<file path="src/hw/rtl/rvb_pkg.sv">
// ----------------------------------------------------------------------------
// rvb_pkg: shared types and constants for the RGB vibrance boost
// Word layouts, configuration register indexes and the fixed-point constants.
// ----------------------------------------------------------------------------
package rvb_pkg;

    localparam int unsigned BYTE_W   = 8;
    localparam int unsigned AMOUNT_W = 10;
    // k = 256 + boost, boost at most 1023, so 11 bits hold it.
    localparam int unsigned K_W      = 11;
    // amount * (255 - sat) fits in 18 bits.
    localparam int unsigned PROD_W   = 18;
    localparam int unsigned CFG_W    = AMOUNT_W;
    // Register stages between an accepted word and its result.
    localparam int unsigned PIPE_STAGES = 5;

    localparam logic [7:0] LUMA_R   = 8'd54;
    localparam logic [7:0] LUMA_G   = 8'd183;
    localparam logic [7:0] LUMA_B   = 8'd19;
    localparam logic [7:0] FULL_SAT = 8'd255;

    typedef enum logic [0:0] {
        CFG_BOOST_AMOUNT = 1'b0,
        CFG_BLUE_FIRST   = 1'b1
    } t_cfg_idx;

    typedef struct packed {
        logic [BYTE_W-1:0] pix_byte0;
        logic [BYTE_W-1:0] pix_byte1;
        logic [BYTE_W-1:0] pix_byte2;
        logic [BYTE_W-1:0] pix_byte3;
    } t_pix_in;

    typedef struct packed {
        logic [BYTE_W-1:0] out_byte0;
        logic [BYTE_W-1:0] out_byte1;
        logic [BYTE_W-1:0] out_byte2;
        logic [BYTE_W-1:0] out_byte3;
    } t_pix_out;

endpackage

</file>
<file path="src/hw/rtl/rvb_chan.sv">
// ----------------------------------------------------------------------------
// rvb_chan: one color channel of the vibrance boost
// Two register stages: scale the distance from luma by k, then shift, add
// luma back, clamp, and pick the original byte for passthrough pixels.
// ----------------------------------------------------------------------------
module rvb_chan (
    input  logic                         i_clk,
    input  logic [rvb_pkg::BYTE_W-1:0]   i_chan,
    input  logic [rvb_pkg::BYTE_W-1:0]   i_luma,
    input  logic [rvb_pkg::K_W-1:0]      i_k,
    input  logic                         i_pass,
    output logic [rvb_pkg::BYTE_W-1:0]   o_chan
);

    logic signed [8:0]                 w_diff;
    logic signed [11:0]                w_k;
    logic signed [20:0]                n_prod;
    logic signed [20:0]                r_prod;
    logic [rvb_pkg::BYTE_W-1:0]        r_chan;
    logic [rvb_pkg::BYTE_W-1:0]        r_luma;
    logic                              r_pass;
    logic signed [13:0]                w_sum;
    logic [rvb_pkg::BYTE_W-1:0]        n_out;
    logic [rvb_pkg::BYTE_W-1:0]        r_out;

    always_comb begin
        w_diff = $signed({1'b0, i_chan}) - $signed({1'b0, i_luma});
        w_k    = $signed({1'b0, i_k});
        n_prod = 21'(w_diff) * 21'(w_k);
    end

    always_ff @(posedge i_clk) begin
        r_prod <= n_prod;
        r_chan <= i_chan;
        r_luma <= i_luma;
        r_pass <= i_pass;
    end

    // The arithmetic shift rounds toward minus infinity.
    always_comb begin
        w_sum = 14'(r_prod >>> 8) + $signed({6'b0, r_luma});
        if (r_pass) begin
            n_out = r_chan;
        end else if (w_sum < 14'sd0) begin
            n_out = '0;
        end else if (w_sum > 14'sd255) begin
            n_out = 8'd255;
        end else begin
            n_out = w_sum[7:0];
        end
    end

    always_ff @(posedge i_clk) begin
        r_out <= n_out;
    end

    assign o_chan = r_out;

endmodule

</file>
<file path="src/hw/rtl/rgb_vibrance_boost.sv">
// ----------------------------------------------------------------------------
// rgb_vibrance_boost: saturation boost weighted toward muted colors
// An accepted word passes through the five pipeline stages and appears on
// o_pix with o_done. Throughput: one word per clock, o_busy is always low
// and the receiver cannot stall.
// Reset clears the valid pipeline and both configuration registers.
// ----------------------------------------------------------------------------
module rgb_vibrance_boost (
    input  logic                          i_clk,
    input  logic                          i_rst_n,
    input  logic                          i_start,
    output logic                          o_busy,
    input  rvb_pkg::t_pix_in              i_pix,
    output logic                          o_done,
    output rvb_pkg::t_pix_out             o_pix,
    input  logic                          i_cfg_we,
    input  rvb_pkg::t_cfg_idx             i_cfg_idx,
    input  logic [rvb_pkg::CFG_W-1:0]     i_cfg_data
);

    // Configuration registers.
    logic [rvb_pkg::AMOUNT_W-1:0] r_amount;
    logic                         r_blue_first;

    // One valid bit per pipeline stage.
    logic [rvb_pkg::PIPE_STAGES-1:0] r_vld;
    logic [rvb_pkg::PIPE_STAGES-1:0] n_vld;

    // Stage 1: saturation, luma and the passthrough decision.
    logic [7:0]        w_r, w_b, w_max, w_min, w_sat;
    logic [15:0]       w_luma_sum;
    rvb_pkg::t_pix_in  r_s1_pix;
    logic [7:0]        r_s1_luma;
    logic [7:0]        r_s1_inv;
    logic              r_s1_pass;

    // Stage 2: amount times the unsaturated share.
    rvb_pkg::t_pix_in             r_s2_pix;
    logic [7:0]                   r_s2_luma;
    logic                         r_s2_pass;
    logic [rvb_pkg::PROD_W-1:0]   r_s2_prod;

    // Stage 3: division by 255 and the gain k.
    logic [rvb_pkg::PROD_W:0]     w_est_sum;
    logic [rvb_pkg::K_W-1:0]      w_est;
    logic [rvb_pkg::PROD_W:0]     w_est255;
    logic [rvb_pkg::PROD_W:0]     w_rem;
    logic [rvb_pkg::K_W-1:0]      w_boost;
    rvb_pkg::t_pix_in             r_s3_pix;
    logic [7:0]                   r_s3_luma;
    logic                         r_s3_pass;
    logic [rvb_pkg::K_W-1:0]      r_s3_k;

    // The fourth byte rides alongside the channel units.
    logic [7:0] r_s4_a;
    logic [7:0] r_s5_a;
    logic [7:0] w_out0, w_out1, w_out2;

    // Configuration writes land the same edge they are presented.
    always_ff @(posedge i_clk) begin
        if (!i_rst_n) begin
            r_amount     <= '0;
            r_blue_first <= 1'b0;
        end else if (i_cfg_we) begin
            case (i_cfg_idx)
                rvb_pkg::CFG_BOOST_AMOUNT: r_amount     <= i_cfg_data;
                rvb_pkg::CFG_BLUE_FIRST:   r_blue_first <= i_cfg_data[0];
                default:                   r_amount     <= r_amount;
            endcase
        end
    end

    // Nothing ever holds the pipeline back, so every start is taken.
    assign o_busy = 1'b0;

    always_comb begin
        n_vld = {r_vld[rvb_pkg::PIPE_STAGES-2:0], i_start & ~o_busy};
    end

    always_ff @(posedge i_clk) begin
        if (!i_rst_n) begin
            r_vld <= '0;
        end else begin
            r_vld <= n_vld;
        end
    end

    // Stage 1. The channels are adjusted in their byte positions, so only the
    // luma weights need to know which outer byte is red.
    always_comb begin
        w_r   = r_blue_first ? i_pix.pix_byte2 : i_pix.pix_byte0;
        w_b   = r_blue_first ? i_pix.pix_byte0 : i_pix.pix_byte2;
        w_max = (w_r > i_pix.pix_byte1) ? w_r : i_pix.pix_byte1;
        w_min = (w_r < i_pix.pix_byte1) ? w_r : i_pix.pix_byte1;
        if (w_b > w_max) begin
            w_max = w_b;
        end
        if (w_b < w_min) begin
            w_min = w_b;
        end
        w_sat      = w_max - w_min;
        w_luma_sum = 16'(rvb_pkg::LUMA_R * w_r) + 16'(rvb_pkg::LUMA_G * i_pix.pix_byte1)
                   + 16'(rvb_pkg::LUMA_B * w_b);
    end

    always_ff @(posedge i_clk) begin
        r_s1_pix  <= i_pix;
        r_s1_luma <= w_luma_sum[15:8];
        r_s1_inv  <= rvb_pkg::FULL_SAT - w_sat;
        // Zero amount, a grey pixel and a fully saturated pixel pass unchanged.
        r_s1_pass <= (r_amount == '0) || (w_sat == 8'd0) || (w_sat == rvb_pkg::FULL_SAT);
    end

    // Stage 2.
    always_ff @(posedge i_clk) begin
        r_s2_pix  <= r_s1_pix;
        r_s2_luma <= r_s1_luma;
        r_s2_pass <= r_s1_pass;
        r_s2_prod <= rvb_pkg::PROD_W'(r_amount * r_s1_inv);
    end

    // Stage 3. (p + p/256)/256 never overshoots p/255 and falls short by at
    // most one, so the remainder against 255 settles the quotient.
    always_comb begin
        w_est_sum = {1'b0, r_s2_prod} + (rvb_pkg::PROD_W + 1)'(r_s2_prod >> 8);
        w_est     = rvb_pkg::K_W'(w_est_sum >> 8);
        w_est255  = ((rvb_pkg::PROD_W + 1)'(w_est) << 8)
                  - (rvb_pkg::PROD_W + 1)'(w_est);
        w_rem     = {1'b0, r_s2_prod} - w_est255;
        w_boost   = w_est + rvb_pkg::K_W'(w_rem >= 19'd255)
                  + rvb_pkg::K_W'(w_rem >= 19'd510);
    end

    always_ff @(posedge i_clk) begin
        r_s3_pix  <= r_s2_pix;
        r_s3_luma <= r_s2_luma;
        r_s3_pass <= r_s2_pass;
        r_s3_k    <= rvb_pkg::K_W'(256) + w_boost;
    end

    // Stages 4 and 5, one unit per color byte.
    rvb_chan u_chan0 (
        .i_clk  (i_clk),
        .i_chan (r_s3_pix.pix_byte0),
        .i_luma (r_s3_luma),
        .i_k    (r_s3_k),
        .i_pass (r_s3_pass),
        .o_chan (w_out0)
    );

    rvb_chan u_chan1 (
        .i_clk  (i_clk),
        .i_chan (r_s3_pix.pix_byte1),
        .i_luma (r_s3_luma),
        .i_k    (r_s3_k),
        .i_pass (r_s3_pass),
        .o_chan (w_out1)
    );

    rvb_chan u_chan2 (
        .i_clk  (i_clk),
        .i_chan (r_s3_pix.pix_byte2),
        .i_luma (r_s3_luma),
        .i_k    (r_s3_k),
        .i_pass (r_s3_pass),
        .o_chan (w_out2)
    );

    always_ff @(posedge i_clk) begin
        r_s4_a <= r_s3_pix.pix_byte3;
        r_s5_a <= r_s4_a;
    end

    assign o_done          = r_vld[rvb_pkg::PIPE_STAGES-1];
    assign o_pix.out_byte0 = w_out0;
    assign o_pix.out_byte1 = w_out1;
    assign o_pix.out_byte2 = w_out2;
    assign o_pix.out_byte3 = r_s5_a;

    // Every accepted word raises o_done once it has passed all pipeline stages.
    a_done_latency: assert property (@(posedge i_clk) disable iff (!i_rst_n)
        i_start |-> ##(rvb_pkg::PIPE_STAGES) o_done)
        else $error("accepted word did not complete after five cycles");

    // The fourth byte leaves with the word it entered with.
    a_alpha_kept: assert property (@(posedge i_clk) disable iff (!i_rst_n)
        o_done |-> (o_pix.out_byte3 == $past(i_pix.pix_byte3, rvb_pkg::PIPE_STAGES)))
        else $error("fourth byte lost its alignment with the word");

    // The quotient estimate needs at most one correction.
    a_div_rem: assert property (@(posedge i_clk) disable iff (!i_rst_n)
        r_vld[1] |-> (w_rem < 19'd510))
        else $error("division remainder out of range");

endmodule

</file>
<file path="config.mk">
export PLATFORM = sky130hd
export DESIGN_NAME = rgb_vibrance_boost
export DESIGN_NICKNAME = d
export VERILOG_FILES = /design/src/hw/rtl/rvb_pkg.sv /design/src/hw/rtl/rvb_chan.sv /design/src/hw/rtl/rgb_vibrance_boost.sv
export SDC_FILE = /design/constraint.sdc
export NUM_CORES = 1
export LEC_CHECK = 0
export BUFFER_PORTS_ARGS = -buffer_cell sky130_fd_sc_hd__buf_2
export CAP_MARGIN = 20
export CORE_MARGIN = 10
export CORE_UTILIZATION = 45
export DETAILED_ROUTE_END_ITERATION = 12
export PLACE_DENSITY = 0.71
export SLEW_MARGIN = 20
export SYNTH_ARGS = -nofsm -noshare
export SYNTH_HDL_FRONTEND = slang
export SYNTH_SLANG_ARGS = --single-unit
export TNS_END_PERCENT = 10
</file>
<file path="constraint.sdc">
create_clock -name i_clk -period 6.9 [get_ports i_clk]
set_input_delay 1.035 -clock i_clk [delete_from_list [all_inputs] [get_ports i_clk]]
set_output_delay 1.035 -clock i_clk [all_outputs]
set_load 0.005 [all_outputs]
</file>
Word-level counts from Yosys, hierarchy flattened:

Index checks and enable logic that the tools add are counted.

* register bits after elaboration: 312
* output and inout port bits: 34
* logic and storage cells: 95

* $add $sub $neg: 16
* multipliers: 7
* $lt $le $gt $ge: 12
* eq/ne operators: 1
* multiplexer cells: 15
* bitwise operators: 1
* reductions and logical operators: 6

Operator list (number)
* 8-bit 2-to-1 mux: 15
* 9-bit by 12-bit multiplier with 21-bit output: 3
* 13-bit by 9-bit adder with 14-bit output: 3
* 14-bit by 9-bit greater-than comparator with 1-bit output, second input constant: 3
* 14-bit by 1-bit less-than comparator with 1-bit output, second input constant: 3
* 8-bit by 8-bit subtractor with 9-bit output: 3
* 5-bit by 8-bit multiplier with 13-bit output, first input constant: 2
* 11-bit by 1-bit adder with 11-bit output: 2
* 18-bit by 10-bit adder with 19-bit output: 1
* 19-bit by 8-bit >= comparator with 1-bit output, second input constant: 1
* 19-bit by 9-bit >= comparator with 1-bit output, second input constant: 1
* 18-bit by 19-bit subtractor with 19-bit output: 1
* 19-bit by 11-bit subtractor with 19-bit output: 1
* 10-bit by 8-bit multiplier with 18-bit output: 1
* 14-bit by 16-bit adder with 16-bit output: 1
* 16-bit by 13-bit adder with 16-bit output: 1
* 8-bit greater-than comparator: 2
* 8-bit less-than comparator: 2
* 8-bit by 8-bit multiplier with 16-bit output, first input constant: 1
* 9-bit by 11-bit adder with 11-bit output, first input constant: 1
* 10-bit logical NOT: 1
* 8-bit == test, second input constant: 1
* 8-bit logical NOT: 1
* 8-bit subtractor: 1
* other kinds (4): 6

Logic depth before layout (Yosys ltp):

* depth in word-level cells: 9
* gate-level depth with buffers: 32

Cells and area by module:

A second synthesis with hierarchy kept.

* cell total of the unflattened synthesis: 2994
* area total of the unflattened synthesis: 28486.1 µm²

By module, submodules not included
* rgb_vibrance_boost: instances 1, cells each 1338, area an instance 13198.9 µm², sequential area each 3843.7 µm²
* rvb_chan at u_chan1: instances 1, cells each 569, area an instance 5267.6 µm², sequential area each 760.7 µm²
* rvb_chan at u_chan2: instances 1, cells each 572, area an instance 5238.8 µm², sequential area each 760.7 µm²
* rvb_chan at u_chan0: instances 1, cells each 515, area an instance 4780.8 µm², sequential area each 760.7 µm²

Least setup slack after synthesis:

No wires, ideal clock.

* path kind: register to register
* start point: reg r_s3_luma[0]
* end point: reg u_chan0.r_prod[18]
* data arrival time: 6.316 ns
* data required time: 6.778 ns
* slack: 0.462 ns
* stages on the path, launching flop included: 28
* buffers on the path: 0
* clock period less this slack: 6.438 ns
* path through: dfxtp_1 > ha_1 > inv_1 > fa_1 > a21o_1 > a21oi_1 > o21bai_1 > a21oi_1 > o21bai_1 > a21oi_1 > nand2b_1 > fa_1 > fa_1 > inv_1 > fa_1 > fa_1 > inv_1 > fa_1 > inv_1 > ha_1 > or4_1 > a21oi_1 > nor2_1 > o21a_1 > o21a_1 > o21a_1 > o21ai_0 > a21oi_1

* longest elaborated chain between the ends: 2

Ends and longest elaborated chain
* start, declared: line rgb_vibrance_boost.sv:50 `logic [7:0] r_s3_luma;`
* start signal, assigned: line rgb_vibrance_boost.sv:136 `r_s3_luma <= r_s2_luma;`
* 8-bit by 8-bit subtractor with 9-bit output: line rvb_chan.sv:27 `w_diff = $signed({1'b0, i_chan}) - $signed({1'b0, i_luma});`
* 9-bit by 12-bit multiplier with 21-bit output: line rvb_chan.sv:29 `n_prod = 21'(w_diff) * 21'(w_k);`
* named net u_chan0.n_prod[18]: line rvb_chan.sv:17 `logic signed [20:0] n_prod;`
* end signal, assigned: line rvb_chan.sv:33 `r_prod <= n_prod;`
* end, declared: line rvb_chan.sv:18 `logic signed [20:0] r_prod;`

The timed path passes the listed nets, and every way through them passes these cells.
A chain may end at the register's enable or synchronous reset.

Worst setup path after layout:

Ends and elaborated chain as after synthesis.

==> summary.txt <==
Run status
  – Outcome: complete, no violations

Cells and area
  – Commonest non-fill, non-tap cell in the layout: inv_1
  – Most frequent cells in the layout: inv_1, ha_1, fa_1
  – Fin nets: 3626
  – Final Cell Area: 28900 µm²
  – Finished Layout Cells: 3654
  – Share of post-route cells with drive strength above 1: 0.0831
  – P&R area growth vs syn: 9.26%

Synth
  – Post-Synthesis Net Count: 3545
  – Yosys reg bits: 288
  – Post-Syn Area: 26500 µm²
  – EDFF count, synth: 0
  – Post-synthesis cell count: 2787
  – Yosys cell types: 78
  – Top post-synthesis cells by area: fa_1, dfxtp_1, ha_1
  – Syn Area/Cell: 9.50 µm²
  – Post-synth top area share: 0.234
  – Ys Warns: 0
  – Seq/Total Area, Yosys: 0.218
  – Area leader, netlist: fa_1
  – Async set or reset register ratio after synthesis: 0
  – Main synth FF type: dfxtp_1

GRT
  – Global route overflow: 0
  – Initial antenna violation count: 1
  – Total GRT Usage: 0.167
  – First-pass GRT wire length: 96.0 mm
  – Vias in the first global route: 19100
  – Largest net degree at the start of global routing: 31

Timing
  – Clk_skew: 19.3 ps
  – Max Transition Viols Final: 0
  – Final setup viols: 0
  – RSZ-0062 raised after global routing: yes
  – Max-Slew Margin vs Limit: 0.396
  – Endpoints failing hold: 0
  – Max Clk Rate: 152 MHz
  – Worst-Margin Slew: 906 ps
  – Fin crit share: 0.951
  – Min cycle time layout: 6560 ps

Detailed routing
  – DRT iter0 DRCs: 1017
  – Avg WL per Cell: 15.6 µm
  – Via count: 18400
  – Vias/cell: 5.04
  – Final WL: 57.1 mm
  – DRC Markers: 0
  – Drt pass-1 iters: 5
  – Post-DRT Antenna Nets: 0

Placement
  – Routability Congestion: 0.895
  – Hpwl dp: 46.8 mm
  – Placed insts: 3597
  – Placed cell area: 27900 µm²
  – Port Buffer Count: 79

CTS
  – Clock sink count: 288
  – CTS clk-pin slew, worst paths: 70 ps
  – Root Buffer: clkbuf_16
  – H-tree depth: 1
  – CTS Buf Count: 27
  – Maximum clock insertion buffer count: 3
  – Hold buffers post-CTS: 0
  – Worst-skew pair later-pin latency: 570 ps
  – TritonCTS clock tree: done

Critical path
  – Worst Setup End Kind: flop
  – Peak per-stage delay on the critical path: 500 ps
  – Critical path arrival: 7010 ps
  – R2R Path End: u_chan0.r_prod[18]
  – Worst EP required: 7340 ps
  – Setup CP Type: flop to flop
  – Worst Reg-to-Reg Cells: 27
  – Maximum fanout along the worst path: 9
  – Most used cell, CP: fa_1
  – Reg2reg setup slack: 340 ps
  – Crit-path slowest cell: fa_1
  – Worst setup SP type: flop
  – R2R Path Start: r_s3_luma[0]

Floorplan
  – # rows: 88
  – Die Height: 263 µm
  – Die Area: 68900 µm²
  – Die Wd: 263 µm
  – Initial core utilization: 0.456
  – Boundary pin count: 81
  – Core Area: 58000 µm²

Min path
  – HP Start: r_s2_pix[23]
  – Hold Crit Endpoint: r_s3_pix[23]
  – Worst hold path stage count: 0
  – Hold/Removal Path Class: flop to flop

Run
  – Max cap viols: 0
[stage by stage]
| stage | setup WS, ps | hold WS [ps] | TNS (ps) | util |
|---|---|---|---|---|
| 2_1_floorplan | 462 | 310 | 0 | - |
| 3_3_place_gp | 243 | 310 | 0 | 0.480 |
| 3_5_place_dp | 132 | 312 | 0 | 0.480 |
| 4_1_cts | 92.0 | 327 | 0 | 0.496 |
| 5_1_grt | -102 | 329 | -201 | 0.498 |
| 6_report | 335 | 325 | 0 | 0.498 |
[worst max path at each step]
stage                       from                  to  slack, ps
floorplan           r_s3_luma[0]  u_chan0.r_prod[18]        460
global placement    r_s3_luma[1]  u_chan0.r_prod[18]        240
detailed placement  r_s3_luma[1]  u_chan0.r_prod[20]        130
CTS                 r_s3_luma[1]  u_chan0.r_prod[20]         90
global route        r_s3_luma[1]  u_chan1.r_prod[20]       -100
finish              r_s3_luma[0]  u_chan0.r_prod[18]        340
[kinds of logic (layout without fill, tap and decap cells)]
| family | after synthesis | in the layout | synth area share |
|---|---|---|---|
| AOI/OAI and AO/OA | 327 | 327 | 0.0833 |
| buffers and inverters | 606 | 707 | 0.0864 |
| muxes | 34 | 34 | 0.0138 |
| DFF | 288 | 288 | 0.218 |
| other | 1 | 2 | 0.000142 |
| and+or+nand+nor | 686 | 686 | 0.131 |
| adders and majority gates | 711 | 711 | 0.424 |
| xor gates and xnor gates | 134 | 134 | 0.0443 |
[per-layer routing]
metal,up-vias,global-route usage,share of wire
li1,9030,-,-
met2,378,0.285,0.48
met3,90,0.0266,0.051
met1,8912,0.216,0.45
met5,-,0,0
met4,0,0.0425,0.022
[registers in the layout, indices dropped and copies added, names as in the netlist, 10 cells and up]
register        count
r_s3_k             11
r_s3_pix           32
r_s2_prod          18
u_chan0.r_prod     13
r_s2_pix           32
r_amount           10
u_chan2.r_prod     13
r_s1_pix           32
u_chan1.r_prod     13
[repair_timing]
| item | in CTS | in global routing |
|---|---|---|
| endpoints found under the setup margin | 0 | 18 |
| setup buffers | 0 | 7 |
| resized for setup | 0 | 29 |
[layout make-up]
| class | instances | area [µm²] |
|---|---|---|
| Antenna cell | 1 | 2.50 |
| Fill cell | 5326 | 29100 |
| Sequential cell | 288 | 5770 |
| Timing Repair Buffer | 130 | 795 |
| Clock inverter | 13 | 130 |
| Inverter | 528 | 1990 |
| Multi-Input combinational cell | 1893 | 18500 |
| Tap cell | 765 | 957 |
| Clock buffer | 36 | 769 |
[synthesized netlist by cell type, types with 6 or more instances]
| cell type | n |
|---|---|
| o2111ai_1 | 6 |
| o21bai_1 | 20 |
| nand3_1 | 32 |
| a21oi_1 | 91 |
| and2_1 | 153 |
| o21ai_0 | 54 |
| a31oi_1 | 7 |
| clkbuf_1 | 74 |
| xnor2_1 | 97 |
| nand2b_1 | 68 |
| inv_1 | 527 |
| a21o_1 | 27 |
| mux2i_1 | 25 |
| a21boi_0 | 15 |
| and3_1 | 19 |
| nor2b_1 | 17 |
| a221oi_1 | 26 |
| ha_1 | 402 |
| dfxtp_1 | 288 |
| xor2_1 | 37 |
| or3_1 | 8 |
| o21a_1 | 18 |
| fa_1 | 309 |
| o211ai_1 | 7 |
| nor3_1 | 24 |
| o21ai_1 | 12 |
| nor2_1 | 95 |
| nand2_1 | 230 |
| nand4_1 | 8 |
| nor4_1 | 7 |
[critical path, delay by kind of cell (launching register included)]
| kind | cells | cell delay (ps) |
|---|---|---|
| adders and majority gates | 8 | 3040 |
| DFF | 1 | 360 |
| AOI/OAI and AO/OA | 13 | 2120 |
| buffers and inverters | 3 | 310 |
| and+or+nand+nor | 3 | 600 |
Power is not shown: default switching activity piles up to over one toggle a cycle in this logic, so the estimate is an artifact.
